<file path="src/rtl/core/bisf_pkg.sv">
// bisf_pkg: shared types, codes and sizes of the boot image section framer
// depends on nothing; imported by every module under rtl/core
`timescale 1ns / 1ps

package bisf_pkg;

    // result queue sizing
    localparam int RQ_DEPTH  = 8;
    localparam int RQ_PTR_W  = 3;
    localparam int RQ_CNT_W  = 4;
    localparam int MAX_RES   = 3;
    localparam int RES_CNT_W = 2;

    typedef logic [1:0] t_mode;
    localparam t_mode MODE_START   = 2'd0;
    localparam t_mode MODE_SEGMENT = 2'd1;
    localparam t_mode MODE_DATA    = 2'd2;
    localparam t_mode MODE_FINISH  = 2'd3;

    typedef logic [2:0] t_kind;
    localparam t_kind KIND_HEADER   = 3'd0;
    localparam t_kind KIND_SEC_LEN  = 3'd1;
    localparam t_kind KIND_SEC_ADDR = 3'd2;
    localparam t_kind KIND_PAYLOAD  = 3'd3;
    localparam t_kind KIND_END_LEN  = 3'd4;
    localparam t_kind KIND_ENTRY    = 3'd5;
    localparam t_kind KIND_CHECKSUM = 3'd6;

    typedef logic [1:0] t_status;
    localparam t_status ST_OK       = 2'd0;
    localparam t_status ST_NO_SEG   = 2'd1;
    localparam t_status ST_TOO_MANY = 2'd2;

    typedef logic [1:0] t_cfg_idx;
    localparam t_cfg_idx CFG_IMAGE_CONTROL  = 2'd0;
    localparam t_cfg_idx CFG_IMAGE_KIND     = 2'd1;
    localparam t_cfg_idx CFG_RETAIN_VECTORS = 2'd2;

    typedef logic [4:0] t_seg_cnt;

    typedef struct packed {
        t_mode       mode;
        logic [31:0] seg_address;
        logic [31:0] seg_mem_bytes;
        logic [31:0] seg_file_bytes;
        logic [31:0] data_word;
        logic [31:0] entry_point;
    } t_item;

    typedef struct packed {
        logic [7:0] image_control;
        logic [7:0] image_kind;
        logic       retain_vectors;
    } t_cfg;

    typedef struct packed {
        logic [31:0] running_sum;
        logic [31:0] section_address;
        logic [31:0] segment_bytes_left;
        logic [31:0] section_bytes_left;
        logic [31:0] file_bytes_left;
        logic [31:0] skip_bytes_left;
        t_seg_cnt    segments_seen;
        t_seg_cnt    segments_kept;
        logic        too_many;
    } t_state;

    typedef struct packed {
        logic [31:0] out_word;
        t_kind       word_kind;
        logic        last;
        t_status     status;
    } t_result;

    // trimmed segment as seen by the sequencer
    typedef struct packed {
        logic        dropped;
        logic [31:0] section_address;
        logic [31:0] segment_bytes;
        logic [31:0] file_bytes;
        logic [31:0] skip_bytes;
    } t_seg_plan;

    // result queue control and status
    typedef struct packed {
        logic [RES_CNT_W-1:0] push_cnt;
        logic                 pop;
    } t_rq_ctl;

    typedef struct packed {
        logic                not_empty;
        logic                room;
        logic [RQ_CNT_W-1:0] count;
    } t_rq_stat;

endpackage

</file>
<file path="src/rtl/core/bisf_seg_calc.sv">
// bisf_seg_calc: trims a segment descriptor against the vector area and rounds it to words
// depends on bisf_pkg
`timescale 1ns / 1ps

module bisf_seg_calc import bisf_pkg::*; #(
    parameter int VECTOR_AREA_END = 256
) (
    input  logic [31:0] i_address,
    input  logic [31:0] i_mem_bytes,
    input  logic [31:0] i_file_bytes,
    input  logic        i_retain_vectors,
    output t_seg_plan   o_plan
);

    localparam logic [31:0] VEC_END = 32'(VECTOR_AREA_END);

    // round up to whole words, saturating at the last word
    function automatic logic [31:0] words_up(input logic [31:0] n);
        logic [29:0] q;
        logic [31:0] r;
        q = n[31:2] + 30'd1;
        if (n[1:0] == 2'd0) begin
            r = n;
        end else if (&n[31:2]) begin
            r = 32'hFFFF_FFFC;
        end else begin
            r = {q, 2'b00};
        end
        return r;
    endfunction

    logic [31:0] file_clamped;
    logic [31:0] skip;
    logic [31:0] mem_trim;
    logic [31:0] file_trim;
    logic [31:0] rounded;
    logic        in_vec;
    logic        drop;

    always_comb begin
        file_clamped = (i_file_bytes > i_mem_bytes) ? i_mem_bytes : i_file_bytes;
        in_vec       = !i_retain_vectors && (i_address < VEC_END);
        skip         = VEC_END - i_address;
        drop         = in_vec && (skip >= i_mem_bytes);
        mem_trim     = in_vec ? (i_mem_bytes - skip) : i_mem_bytes;
        if (!in_vec) begin
            file_trim = file_clamped;
        end else if (file_clamped > skip) begin
            file_trim = file_clamped - skip;
        end else begin
            file_trim = 32'd0;
        end
        // a dropped segment consumes its whole rounded size as skipped words
        rounded = words_up(drop ? i_mem_bytes : mem_trim);

        o_plan.dropped         = drop;
        o_plan.section_address = in_vec ? VEC_END : i_address;
        o_plan.segment_bytes   = rounded;
        o_plan.file_bytes      = file_trim;
        if (drop) begin
            o_plan.skip_bytes = rounded;
        end else if (in_vec) begin
            o_plan.skip_bytes = skip;
        end else begin
            o_plan.skip_bytes = 32'd0;
        end
    end

endmodule

</file>
<file path="src/rtl/core/bisf_step.sv">
// bisf_step: next framer state and the up to three result words of one item
// depends on bisf_pkg and bisf_seg_calc
`timescale 1ns / 1ps

module bisf_step import bisf_pkg::*; #(
    parameter int MAX_SECTION_BYTES = 32768,
    parameter int VECTOR_AREA_END   = 256,
    parameter int MAX_SEGMENTS      = 16,
    parameter int SIGNATURE_LOW     = 67,
    parameter int SIGNATURE_HIGH    = 89
) (
    input  t_state               i_state,
    input  t_cfg                 i_cfg,
    input  t_item                i_item,
    output t_state               o_state,
    output t_result              o_res [MAX_RES],
    output logic [RES_CNT_W-1:0] o_res_cnt
);

    localparam int          SEC_ROUND   = MAX_SECTION_BYTES / 4 * 4;
    localparam int          SEC_LIMIT_I = (SEC_ROUND < 4) ? 4 : SEC_ROUND;
    localparam logic [31:0] SEC_LIMIT   = 32'(SEC_LIMIT_I);
    localparam t_seg_cnt    SEG_MAX     = 5'(MAX_SEGMENTS);
    localparam logic [15:0] SIG_WORD    = {8'(SIGNATURE_HIGH), 8'(SIGNATURE_LOW)};

    t_seg_plan plan;

    bisf_seg_calc #(
        .VECTOR_AREA_END(VECTOR_AREA_END)
    ) u_seg_calc (
        .i_address        (i_item.seg_address),
        .i_mem_bytes      (i_item.seg_mem_bytes),
        .i_file_bytes     (i_item.seg_file_bytes),
        .i_retain_vectors (i_cfg.retain_vectors),
        .o_plan           (plan)
    );

    always_comb begin
        logic [31:0] chunk;
        logic [31:0] w_eff;
        logic [31:0] sect_base;
        logic        opens;

        o_state   = i_state;
        o_res_cnt = '0;
        for (int k = 0; k < MAX_RES; k++) begin
            o_res[k] = '0;
        end
        chunk     = (i_state.segment_bytes_left > SEC_LIMIT) ? SEC_LIMIT
                                                             : i_state.segment_bytes_left;
        opens     = (i_state.section_bytes_left == 32'd0);
        sect_base = opens ? chunk : i_state.section_bytes_left;
        // zero the bytes past the end of file data
        if (i_state.file_bytes_left >= 32'd4) begin
            w_eff = i_item.data_word;
        end else begin
            case (i_state.file_bytes_left[1:0])
                2'd1:    w_eff = {24'd0, i_item.data_word[7:0]};
                2'd2:    w_eff = {16'd0, i_item.data_word[15:0]};
                2'd3:    w_eff = {8'd0, i_item.data_word[23:0]};
                default: w_eff = 32'd0;
            endcase
        end

        case (i_item.mode)
            MODE_START: begin
                o_state   = '0;
                o_res[0]  = '{out_word: {i_cfg.image_kind, i_cfg.image_control, SIG_WORD},
                              word_kind: KIND_HEADER, last: 1'b1, status: ST_OK};
                o_res_cnt = 2'd1;
            end
            MODE_SEGMENT: begin
                o_state.section_address    = '0;
                o_state.segment_bytes_left = '0;
                o_state.section_bytes_left = '0;
                o_state.file_bytes_left    = '0;
                o_state.skip_bytes_left    = '0;
                if (i_state.too_many || (i_state.segments_seen >= SEG_MAX)) begin
                    o_state.too_many = 1'b1;
                end else begin
                    o_state.segments_seen   = i_state.segments_seen + 5'd1;
                    o_state.skip_bytes_left = plan.skip_bytes;
                    if (!plan.dropped) begin
                        o_state.segments_kept      = i_state.segments_kept + 5'd1;
                        o_state.section_address    = plan.section_address;
                        o_state.segment_bytes_left = plan.segment_bytes;
                        o_state.file_bytes_left    = plan.file_bytes;
                    end
                end
            end
            MODE_DATA: begin
                if (i_state.skip_bytes_left != 32'd0) begin
                    o_state.skip_bytes_left = (i_state.skip_bytes_left > 32'd4)
                                            ? i_state.skip_bytes_left - 32'd4 : 32'd0;
                end else if (i_state.segment_bytes_left != 32'd0) begin
                    if (opens) begin
                        o_res[0] = '{out_word: {2'b00, chunk[31:2]}, word_kind: KIND_SEC_LEN,
                                     last: 1'b0, status: ST_OK};
                        o_res[1] = '{out_word: i_state.section_address,
                                     word_kind: KIND_SEC_ADDR, last: 1'b0, status: ST_OK};
                        o_res[2] = '{out_word: w_eff, word_kind: KIND_PAYLOAD,
                                     last: 1'b1, status: ST_OK};
                        o_res_cnt = 2'd3;
                    end else begin
                        o_res[0] = '{out_word: w_eff, word_kind: KIND_PAYLOAD,
                                     last: 1'b1, status: ST_OK};
                        o_res_cnt = 2'd1;
                    end
                    o_state.file_bytes_left    = (i_state.file_bytes_left >= 32'd4)
                                               ? i_state.file_bytes_left - 32'd4 : 32'd0;
                    o_state.running_sum        = i_state.running_sum + w_eff;
                    o_state.section_bytes_left = sect_base - 32'd4;
                    o_state.segment_bytes_left = i_state.segment_bytes_left - 32'd4;
                    o_state.section_address    = i_state.section_address + 32'd4;
                end
            end
            MODE_FINISH: begin
                o_state.section_address    = '0;
                o_state.segment_bytes_left = '0;
                o_state.section_bytes_left = '0;
                o_state.file_bytes_left    = '0;
                o_state.skip_bytes_left    = '0;
                if (i_state.too_many) begin
                    o_res[0]  = '{out_word: 32'd0, word_kind: KIND_CHECKSUM, last: 1'b1,
                                  status: ST_TOO_MANY};
                    o_res_cnt = 2'd1;
                end else if (i_state.segments_kept == 5'd0) begin
                    o_res[0]  = '{out_word: 32'd0, word_kind: KIND_CHECKSUM, last: 1'b1,
                                  status: ST_NO_SEG};
                    o_res_cnt = 2'd1;
                end else begin
                    o_res[0]  = '{out_word: 32'd0, word_kind: KIND_END_LEN, last: 1'b0,
                                  status: ST_OK};
                    o_res[1]  = '{out_word: i_item.entry_point, word_kind: KIND_ENTRY,
                                  last: 1'b0, status: ST_OK};
                    o_res[2]  = '{out_word: i_state.running_sum, word_kind: KIND_CHECKSUM,
                                  last: 1'b1, status: ST_OK};
                    o_res_cnt = 2'd3;
                end
            end
            default: begin
                o_state = i_state;
            end
        endcase
    end

endmodule

</file>
<file path="src/rtl/core/bisf_res_queue.sv">
// bisf_res_queue: result queue taking up to three results a cycle and giving one
// depends on bisf_pkg
`timescale 1ns / 1ps

module bisf_res_queue import bisf_pkg::*; (
    input  logic     i_clk,
    input  logic     i_rst_n,
    input  t_rq_ctl  i_ctl,
    input  t_result  i_res [MAX_RES],
    output t_rq_stat o_stat,
    output t_result  o_head
);

    t_result             r_mem [RQ_DEPTH];
    logic [RQ_PTR_W-1:0] r_wr_ptr;
    logic [RQ_PTR_W-1:0] r_rd_ptr;
    logic [RQ_CNT_W-1:0] r_count;

    logic [RQ_PTR_W-1:0] n_wr_ptr;
    logic [RQ_PTR_W-1:0] n_rd_ptr;
    logic [RQ_CNT_W-1:0] n_count;

    always_comb begin
        n_wr_ptr = r_wr_ptr + RQ_PTR_W'(i_ctl.push_cnt);
        n_rd_ptr = r_rd_ptr + RQ_PTR_W'(i_ctl.pop);
        n_count  = r_count + RQ_CNT_W'(i_ctl.push_cnt) - RQ_CNT_W'(i_ctl.pop);
    end

    always_ff @(posedge i_clk) begin
        for (int k = 0; k < MAX_RES; k++) begin
            if (RES_CNT_W'(k) < i_ctl.push_cnt) begin
                r_mem[r_wr_ptr + RQ_PTR_W'(k)] <= i_res[k];
            end
        end
    end

    always_ff @(posedge i_clk) begin
        if (!i_rst_n) begin
            r_wr_ptr <= '0;
            r_rd_ptr <= '0;
            r_count  <= '0;
        end else begin
            r_wr_ptr <= n_wr_ptr;
            r_rd_ptr <= n_rd_ptr;
            r_count  <= n_count;
        end
    end

    assign o_stat.not_empty = (r_count != '0);
    // room for a full three-result item
    assign o_stat.room      = (r_count <= RQ_CNT_W'(RQ_DEPTH - MAX_RES));
    assign o_stat.count     = r_count;
    assign o_head           = r_mem[r_rd_ptr];

endmodule

</file>
<file path="src/rtl/core/boot_image_section_framer_core.sv">
// boot_image_section_framer_core: top level of the boot image section framer
// depends on bisf_pkg, bisf_step (with bisf_seg_calc) and bisf_res_queue
`timescale 1ns / 1ps

// channel   direction  handshake                  payload
// ------    ---------  -------------------------  ----------------------------------------
// input     in         i_in_valid / o_in_stall    i_mode, i_seg_*, i_data_word, i_entry_point
// output    out        o_out_valid / i_out_stall  o_out_word, o_word_kind, o_last, o_status
// config    in         i_cfg_we                   i_cfg_index, i_cfg_data
//
// one item is taken per cycle while o_in_stall is low; its state update and results are
// computed in the same cycle and the results land in an 8-entry result queue
// the output gives one result per cycle while i_out_stall is low, so section openers and
// successful finish items each put three results through it; the queue sets the rate
// stall on input rises while fewer than three queue entries are free
// an item's results are written into the queue as it is taken, behind any results still held
// synchronous active-low reset clears framer state and queue pointers, sets config defaults

module boot_image_section_framer_core import bisf_pkg::*; #(
    parameter int MAX_SECTION_BYTES = 32768,
    parameter int VECTOR_AREA_END   = 256,
    parameter int MAX_SEGMENTS      = 16,
    parameter int SIGNATURE_LOW     = 67,
    parameter int SIGNATURE_HIGH    = 89
) (
    input  logic        i_clk,
    input  logic        i_rst_n,
    // configuration writes
    input  logic        i_cfg_we,
    input  t_cfg_idx    i_cfg_index,
    input  logic [7:0]  i_cfg_data,
    // input items
    input  logic        i_in_valid,
    output logic        o_in_stall,
    input  t_mode       i_mode,
    input  logic [31:0] i_seg_address,
    input  logic [31:0] i_seg_mem_bytes,
    input  logic [31:0] i_seg_file_bytes,
    input  logic [31:0] i_data_word,
    input  logic [31:0] i_entry_point,
    // result items
    output logic        o_out_valid,
    input  logic        i_out_stall,
    output logic [31:0] o_out_word,
    output t_kind       o_word_kind,
    output logic        o_last,
    output t_status     o_status
);

    t_cfg                 r_cfg;
    t_state               r_state;
    t_state               n_state;
    t_item                item;
    t_result              step_res [MAX_RES];
    logic [RES_CNT_W-1:0] step_cnt;
    t_rq_ctl              rq_ctl;
    t_rq_stat             rq_stat;
    t_result              head;
    logic                 in_take;

    // configuration registers
    always_ff @(posedge i_clk) begin
        if (!i_rst_n) begin
            r_cfg.image_control  <= 8'd0;
            r_cfg.image_kind     <= 8'd176;
            r_cfg.retain_vectors <= 1'b0;
        end else if (i_cfg_we) begin
            case (i_cfg_index)
                CFG_IMAGE_CONTROL:  r_cfg.image_control  <= i_cfg_data;
                CFG_IMAGE_KIND:     r_cfg.image_kind     <= i_cfg_data;
                CFG_RETAIN_VECTORS: r_cfg.retain_vectors <= i_cfg_data[0];
                default:            r_cfg                <= r_cfg;
            endcase
        end
    end

    assign item = '{mode: i_mode, seg_address: i_seg_address,
                    seg_mem_bytes: i_seg_mem_bytes, seg_file_bytes: i_seg_file_bytes,
                    data_word: i_data_word, entry_point: i_entry_point};

    // all per-item work: trimming, sectioning, masking and checksum
    bisf_step #(
        .MAX_SECTION_BYTES (MAX_SECTION_BYTES),
        .VECTOR_AREA_END   (VECTOR_AREA_END),
        .MAX_SEGMENTS      (MAX_SEGMENTS),
        .SIGNATURE_LOW     (SIGNATURE_LOW),
        .SIGNATURE_HIGH    (SIGNATURE_HIGH)
    ) u_step (
        .i_state   (r_state),
        .i_cfg     (r_cfg),
        .i_item    (item),
        .o_state   (n_state),
        .o_res     (step_res),
        .o_res_cnt (step_cnt)
    );

    assign o_in_stall = !rq_stat.room;
    assign in_take    = i_in_valid && !o_in_stall;

    // framer state only moves on a taken item
    always_ff @(posedge i_clk) begin
        if (!i_rst_n) begin
            r_state <= '0;
        end else if (in_take) begin
            r_state <= n_state;
        end
    end

    assign rq_ctl.push_cnt = in_take ? step_cnt : '0;
    assign rq_ctl.pop      = rq_stat.not_empty && !i_out_stall;

    bisf_res_queue u_res_queue (
        .i_clk   (i_clk),
        .i_rst_n (i_rst_n),
        .i_ctl   (rq_ctl),
        .i_res   (step_res),
        .o_stat  (rq_stat),
        .o_head  (head)
    );

    assign o_out_valid = rq_stat.not_empty;
    assign o_out_word  = head.out_word;
    assign o_word_kind = head.word_kind;
    assign o_last      = head.last;
    assign o_status    = head.status;

`ifndef SYNTHESIS
    // queue never overfills
    a_queue_bound: assert property (@(posedge i_clk) disable iff (!i_rst_n)
        rq_stat.count <= RQ_CNT_W'(RQ_DEPTH))
        else $error("result queue over depth");

    // kept segments are a subset of the counted ones
    a_kept_le_seen: assert property (@(posedge i_clk) disable iff (!i_rst_n)
        r_state.segments_kept <= r_state.segments_seen)
        else $error("segments kept exceeds segments seen");

    // failure status only on a lone final checksum word
    a_fail_shape: assert property (@(posedge i_clk) disable iff (!i_rst_n)
        (o_out_valid && (o_status != ST_OK)) |-> (o_word_kind == KIND_CHECKSUM) && o_last)
        else $error("failure status on a non-checksum result");

    // a start item wipes the segment bookkeeping
    a_start_clears: assert property (@(posedge i_clk) disable iff (!i_rst_n)
        (in_take && (i_mode == MODE_START)) |=>
            (r_state.segments_seen == '0) && !r_state.too_many && (r_state.running_sum == '0))
        else $error("start item left stale state");
`endif

endmodule

</file>
<file path="config.mk">
export PLATFORM = sky130hd
export DESIGN_NAME = boot_image_section_framer_core
export DESIGN_NICKNAME = d
export VERILOG_FILES = /design/src/rtl/core/bisf_pkg.sv /design/src/rtl/core/bisf_seg_calc.sv /design/src/rtl/core/bisf_step.sv /design/src/rtl/core/bisf_res_queue.sv /design/src/rtl/core/boot_image_section_framer_core.sv
export SDC_FILE = /design/constraint.sdc
export NUM_CORES = 2
export LEC_CHECK = 0
export ABC_CLOCK_PERIOD_IN_PS = 16260
export BUFFER_PORTS_ARGS = -buffer_cell sky130_fd_sc_hd__buf_2
export CORE_MARGIN = 4
export CORE_UTILIZATION = 45
export DETAILED_ROUTE_END_ITERATION = 10
export HOLD_SLACK_MARGIN = 0.08
export PLACE_DENSITY_LB_ADDON = 0.05
export SYNTH_ARGS = -nofsm -noshare
export SYNTH_HDL_FRONTEND = slang
export SYNTH_SLANG_ARGS = --single-unit
</file>
<file path="constraint.sdc">
create_clock -name i_clk -period 16.26 [get_ports i_clk]
set_input_delay 4.878 -clock i_clk [delete_from_list [all_inputs] [get_ports i_clk]]
set_output_delay 4.878 -clock i_clk [all_outputs]
set_load 0.02 [all_outputs]
</file>
# After elaboration in Yosys (flattened, before gate mapping)
# Memories as Yosys holds them, arrays and structs flattened. A register that Yosys moved wholly into a read port is not among the register bits.
# Cells that the tools add are included.
[word_totals] out_inout_bits=40 reg_bits=230 wordCells=141 n_memories=1 ramBits=304 input_bits=177
[memory_table] name="u_res_queue.r_mem" words=8 word_bits=38 read_ports=1 rd_ports_with_merged_regs=1 write_ports=3 line_no="bisf_res_queue.sv:14" source="t_result r_mem [RQ_DEPTH];"
[op_classes] reduce_logical=29 n_eq_ne=14 n_mux=52 add_sub_neg=18 n_lt_le_gt_ge=12
[ops] op="$mux 32" count=17
[ops] op="$pmux 160 s3" count=1
[ops] op="$mux 160" count=2
[ops] op="$mux 114" count=2
[ops] op="$mux 76" count=3
[ops] op="$pmux 76 s2" count=1
[ops] op="$mux 64" count=2
[ops] op="$sub 32x3->32 const B" count=4
[ops] op="$pmux 38 s3" count=1
[ops] op="$mux 38" count=2
[ops] op="$mux 74" count=1
[ops] op="$pmux 24 s3" count=1
[ops] op="$gt 32x32->1" count=2
[ops] op="$pmux 32 s2" count=1
[ops] op="$reduce_bool 32->1" count=2
[ops] op="$sub 32x32->32" count=2
[ops] op="$add 32x3->32 const B" count=1
[ops] op="$add 32x32->32" count=1
[ops] op="$ge 32x3->1 const B" count=1
[ops] op="$ge 32x32->1" count=1
[ops] op="$gt 32x16->1 const B" count=1
[ops] op="$gt 32x3->1 const B" count=1
[ops] op="$logic_not 32->1" count=1
[ops] op="$lt 32x9->1 const B" count=1
[ops] op="other kinds (35)" count=73

# Logic depth before layout (Yosys ltp)
[depth] ltp_word=10 mapped_depth=36

# Modules after synthesis
# Synthesis repeated with hierarchy kept, for this count alone.
[hier_totals] hier_cells=5994 area_unflattened_um2=47534.3
[by_module_without_submodules] mod="bisf_res_queue" seq_area_each_um2=9328.9 cells_per_inst=2190 area_per_inst_um2=21015.2 instances=1
[by_module_without_submodules] mod="boot_image_section_framer_core" seq_area_each_um2=4404.2 cells_per_inst=999 area_per_inst_um2=9312.7 instances=1
[by_module_without_submodules] mod="bisf_seg_calc" seq_area_each_um2=0.0 cells_per_inst=1367 area_per_inst_um2=8700.8 instances=1
[by_module_without_submodules] mod="bisf_step" seq_area_each_um2=0.0 cells_per_inst=1438 area_per_inst_um2=8505.7 instances=1

# Worst setup path before layout
# OpenSTA, ideal clock, no wires.
[synth_timing] kind="input to register" from="input port i_seg_address[10]" to="register r_state[112] (netlist name)" path_buffers=8 stages=35 arrival_time_ns=11.262 path_slack_ns=4.933 setup_ns=0.065 t_required_ns=16.195 cell_sequence="buf_4 -> or4_1 -> nor2_1 -> nand2_1 -> or3_1 -> nor2_1 -> nand2_1 -> nor4_1 -> xnor2_1 -> inv_1 -> ha_1 -> nand2_1 -> nor3_1 -> nand4_1 -> nor3_1 -> nand4_1 -> or4_1 -> buf_2 -> o2111ai_4 -> buf_6 -> buf_4 -> buf_2 -> buf_2 -> nand2_1 -> o21ai_0 -> ha_1 -> o211ai_2 -> or2_1 -> buf_6 -> nor4b_4 -> nor3b_4 -> buf_6 -> nor2_2 -> o21a_1 -> nor2_1"
[synth_via] elab_chain_cells=10
[synth_lines] element="from (decl)" line_no="boot_image_section_framer_core.sv:36" source="input logic [31:0] i_seg_address,"
[synth_lines] element="$sub 9x32->32 / $lt 32x9->1 (equally long branches)" line_no="bisf_seg_calc.sv:43, bisf_seg_calc.sv:42"
[synth_lines] element="$ge 32x32->1, or another cell as far along" line_no="bisf_seg_calc.sv:44" source="drop = in_vec && (skip >= i_mem_bytes);"
[synth_lines] element="$logic_and 1x1->1 / $mux 32 (equally long branches)" line_no="bisf_seg_calc.sv:44, bisf_seg_calc.sv:45"
[synth_lines] element="$mux 32" line_no="bisf_seg_calc.sv:54" source="rounded = words_up(drop ? i_mem_bytes : mem_trim);"
[synth_lines] element="$add 30x1->30 / $reduce_and 30->1 (equally long branches)" line_no="bisf_seg_calc.sv:21, bisf_seg_calc.sv:24"
[synth_lines] element="$mux 32" line_no="bisf_seg_calc.sv:24" source="end else if (&n[31:2]) begin"
[synth_lines] element="$mux 32" line_no="bisf_seg_calc.sv:22" source="if (n[1:0] == 2'd0) begin"
[synth_lines] element="$mux 64 *" line_no="bisf_step.sv:83" source="if (!plan.dropped) begin"
[synth_lines] element="$mux 64 *" line_no="bisf_step.sv:78" source="if (i_state.too_many || (i_state.segments_seen >= SEG_MAX)) begin"
[synth_lines] element="$pmux 160 s3 *" line_no="bisf_step.sv:65" source="case (i_item.mode)"
[synth_lines] element="to (signal assigned)" line_no="boot_image_section_framer_core.sv:105" source="r_state <= n_state;"
[synth_lines] element="to (decl)" line_no="boot_image_section_framer_core.sv:51" source="t_state r_state;"
# Mark *: on every way between the ends. The rest lies on a longest branch, timed or not.
# A chain may end at the register's enable or synchronous reset.

# Final worst setup path
[layout_timing] from="input port i_seg_address[5]" to="register r_state[20] (netlist name)"
[layout_via] elab_chain_cells=10
[layout_lines] element="$sub 9x32->32 / $lt 32x9->1 (equally long branches)" line_no="bisf_seg_calc.sv:43, bisf_seg_calc.sv:42"
[layout_lines] element="$sub 32x32->32, or another cell as far along" line_no="bisf_seg_calc.sv:45" source="mem_trim = in_vec ? (i_mem_bytes - skip) : i_mem_bytes;"
[layout_lines] element="$mux 32 / $logic_and 1x1->1 (equally long branches)" line_no="bisf_seg_calc.sv:45, bisf_seg_calc.sv:44"
[layout_lines] element="$mux 32" line_no="bisf_seg_calc.sv:54"
[layout_lines] element="$add 30x1->30 / $reduce_and 30->1 (equally long branches)" line_no="bisf_seg_calc.sv:21, bisf_seg_calc.sv:24"
[layout_lines] element="$mux 32" line_no="bisf_seg_calc.sv:24"
[layout_lines] element="$mux 32" line_no="bisf_seg_calc.sv:22"
[layout_lines] element="$mux 32 *" line_no="bisf_seg_calc.sv:60" source="if (drop) begin"
[layout_lines] element="$mux 74 *" line_no="bisf_step.sv:78"
[layout_lines] element="$pmux 160 s3 *" line_no="bisf_step.sv:65"
# Mark *: on every way between the ends. The rest lies on a longest branch, timed or not. The select of a mux whose other input is x is not followed.

==> out/metrics.csv <==
metric;value;unit
status;finished clean;
numPlacedInstances;5549;
detail_route.iter0.violations;4799;
critPathSlowestCell;sky130_fd_sc_hd__nor4_4;
postSynthRegisterBits;534;
cts.repair_timing.setup_buffer_count;0;
post_detailed_placement_half_perimeter_wirelength;119;mm
timing.critical_path.mode_cell;sky130_fd_sc_hd__nand2_1;
timing.max_cap.violations;0;
antenna_violating_nets_post_route;0;
worst_skew_pair_later_pin_latency;690;ps
layout_setup_ws;3950;ps
setup_violations;0;
fin_hold_ws;453;ps
via_count_of_the_first_global_routing_pass;35800;
post_cts_resize_count;0;
rr_startpoint;r_state[47];
holdCritStartpoint;r_state[11];
min-delay-path-class;reg2reg;
num-fill-cells;8120;
initial_core_util;45.4;%
gp_routability_congestion;0.986;
worstPathArrival;12910;ps
finalNetCount;4795;
clk_root_buffer_cell;sky130_fd_sc_hd__clkbuf_16;
via_count;38000;
asyncSetResetFlopFracSynth;0;%
antenna_found_initial;4;
syn_nets;4725;
postRouteWirelength;171;mm
power.total;5.03;mW
detailedRoute.firstPassIterationCount;7;
coreArea;0.0838;mm2
post_synth_main_area_contributors;sky130_fd_sc_hd__edfxtp_1 (23%), sky130_fd_sc_hd__dfxtp_1 (13%), sky130_fd_sc_hd__nand2_1 (6.0%);
critical_path.reg2reg.endpoint;r_state[202];
finalSetupTns;0;ps
floorplan.rows;106;
synth-edff-count;288;
critPathBufInv;3;
synth_top_cell_area_share;22.7;%
post_layout_nonfiller_instances;5665;
ys_types;108;
route.detailed.vias_per_inst;6.71;
post-route-drc-count;0;
cts_inserted_buffers;61;
final-hold-violation-count;0;
syn2layout_area_growth;10.9;%
fp.dieArea;0.0893;mm2
crit_required;16860;ps
crit_path_start_kind;primary input;
critical-path-max-stage-delay;770;ps
share_of_post_route_cells_with_drive_strength_above_1;13.4;%
critical_path_launch_point;i_seg_address[5];
worstSetupPathType;in2reg;
chipWidth;299;um
fmax;81.2;MHz
cellPowerDensity;119;mW/mm2
grt_max_degree;74;
cts_htree_levels;2;
worst_setup_path_endpoint;r_state[20];
vdd_drop_max;0.0965;mV
postSynthAreaPerCell;8.64;um2
synthMostInstantiatedCell;sky130_fd_sc_hd__nand2_1;
maxSlewViolCount;0;
grt_overflow_total;0;
synth_seq_area_share;35.7;%
synth_ff_type;sky130_fd_sc_hd__edfxtp_1;
post-route-period-util;75.7;%
post-place-ws;3310;ps
critical_path.max_fanout;13;
max-slew-margin-rel;7.82;%
clock_tree_from_tritoncts;done;
yosys.area.top_type;sky130_fd_sc_hd__edfxtp_1;
rsz_0062_raised_after_global_routing;no;
routed_wl_per_cell;30.1;um
critPathTopFamily;simple AND/OR/NAND/NOR gates;
setup.reg_to_reg.worst_slack;8100;ps
tritoncts_num_sinks;534;
wire_length_of_the_first_global_routing_pass;245;mm
period_needed;12310;ps
ctsLongestPathBuffers;3;
post_cts_hold_buffer_count;0;
ioPinCount;217;
end_kind;flop;
crit_cells;28;
postPlaceCellArea;0.0403;mm2
fin_area;0.0422;mm2
fin_util;50.4;%
synth.yosys.warnings;0;
rr_worst_depth;27;
synth_cell_area;0.0381;mm2
timing_worst_slew_pin_value;1380;ps
clock-skew-final;69.4;ps
synth.top_cells.by_count;sky130_fd_sc_hd__nand2_1 (606), sky130_fd_sc_hd__nor2_1 (407), sky130_fd_sc_hd__o21ai_0 (316);
power_leakage;15.1;nW
globalRouteTotalUtil;36.6;%
cts.clk_slew.worst_paths;60;ps
syn-instance-count;4408;
die_h;299;um
buffer_ports.inserted;216;
-- worst register-to-register path, stage by stage (launching register included) --
cell and delay [ps]:
sky130_fd_sc_hd__dfxtp_1 380, sky130_fd_sc_hd__nor4_1 820, sky130_fd_sc_hd__nand2_1 160, sky130_fd_sc_hd__or2_2 350
sky130_fd_sc_hd__nor3_1 200, sky130_fd_sc_hd__nand3_1 180, sky130_fd_sc_hd__or2_2 360, sky130_fd_sc_hd__nor4b_1 290
sky130_fd_sc_hd__buf_4 200, sky130_fd_sc_hd__nand4_1 470, sky130_fd_sc_hd__and2_1 390, sky130_fd_sc_hd__ha_1 280
sky130_fd_sc_hd__a21o_1 180, sky130_fd_sc_hd__a21oi_1 210, sky130_fd_sc_hd__o21ai_0 220, sky130_fd_sc_hd__a311oi_1 500
sky130_fd_sc_hd__a21oi_1 210, sky130_fd_sc_hd__a311oi_1 570, sky130_fd_sc_hd__o31ai_1 240, sky130_fd_sc_hd__and2_1 200
sky130_fd_sc_hd__a21oi_1 360, sky130_fd_sc_hd__o2111ai_1 190, sky130_fd_sc_hd__a21o_1 230, sky130_fd_sc_hd__a21o_1 190
sky130_fd_sc_hd__a21oi_1 170, sky130_fd_sc_hd__xor2_1 200, sky130_fd_sc_hd__o21bai_1 80, sky130_fd_sc_hd__a32o_1 260
-- cell families after synthesis --
| family | share of synthesized area, % |
|---|---|
| and+or+nand+nor | 20.1 |
| AOI/OAI and AO/OA | 24.1 |
| DFF | 35.7 |
| buffers and inverters | 4.17 |
| xor gates and xnor gates | 4.33 |
| muxes | 6.79 |
| adders and majority gates | 4.88 |
-- layer usage --
layer  GRT usage (%)  vias up  wire (um)
li1                -    16900          -
met1            48.0    18300      66200
met2            57.0     2341      75700
met4            18.2        6      10200
met5               0        -         48
met3            8.44      498      18700
-- where the power goes --
group / total, mW / internal, mW / switching (mW)
clock network: 1.37 / 0.756 / 0.613
logic: 2.03 / 0.734 / 1.30
registers: 1.63 / 1.51 / 0.123
-- final cells by class --
type	instances	area, um2	area share (%)
well taps	1134	1420	3.36
clock buffers	86	1650	3.91
multi-input cells	3465	23100	54.8
inverters	113	427	1.01
clock inverters	29	278	0.658
repair buffers	303	1730	4.11
flip-flops and latches	534	13600	32.2
diodes	1	2.50	0.00593
-- how the worst min path moves through the flow --
stage / cells past startpoint / slack (ps) / end
finish: 2 / 450 / r_state[11]
global route: 2 / 470 / r_state[11]
CTS: 2 / 460 / r_state[11]
detailed placement: 2 / 450 / u_res_queue.r_mem[7][0]
global placement: 2 / 440 / r_state[11]
floorplan: 2 / 430 / u_res_queue.r_mem[7][0]
-- sequential cells by signal, indices dropped and copies added (netlist names) --
| signal | count |
|---|---|
| u_res_queue.r_count | 4 |
| r_cfg | 17 |
| u_res_queue.r_mem | 304 |
| r_state | 203 |
| u_res_queue.r_rd_ptr | 3 |
| u_res_queue.r_wr_ptr | 3 |
-- placed cells by master, fill, tap and decap left out, drive strengths merged, types with 42 or more instances in the layout --
master / Yosys / final
o22ai: 42 / 42
clkbuf: 257 / 86
nor2: 410 / 410
a31oi: 45 / 45
nand3: 86 / 86
buf: 39 / 303
o221ai: 237 / 237
a21o: 49 / 49
dfxtp: 246 / 246
ha: 135 / 135
nand4: 43 / 43
xnor2: 112 / 112
and2: 61 / 61
xor2: 71 / 71
o21ai: 322 / 322
edfxtp: 288 / 288
nor3: 131 / 131
a21oi: 279 / 279
nand2: 607 / 607
inv: 111 / 111
a22oi: 128 / 128
nor4: 55 / 55
mux4: 76 / 76
(Power assumes the default switching activity.)
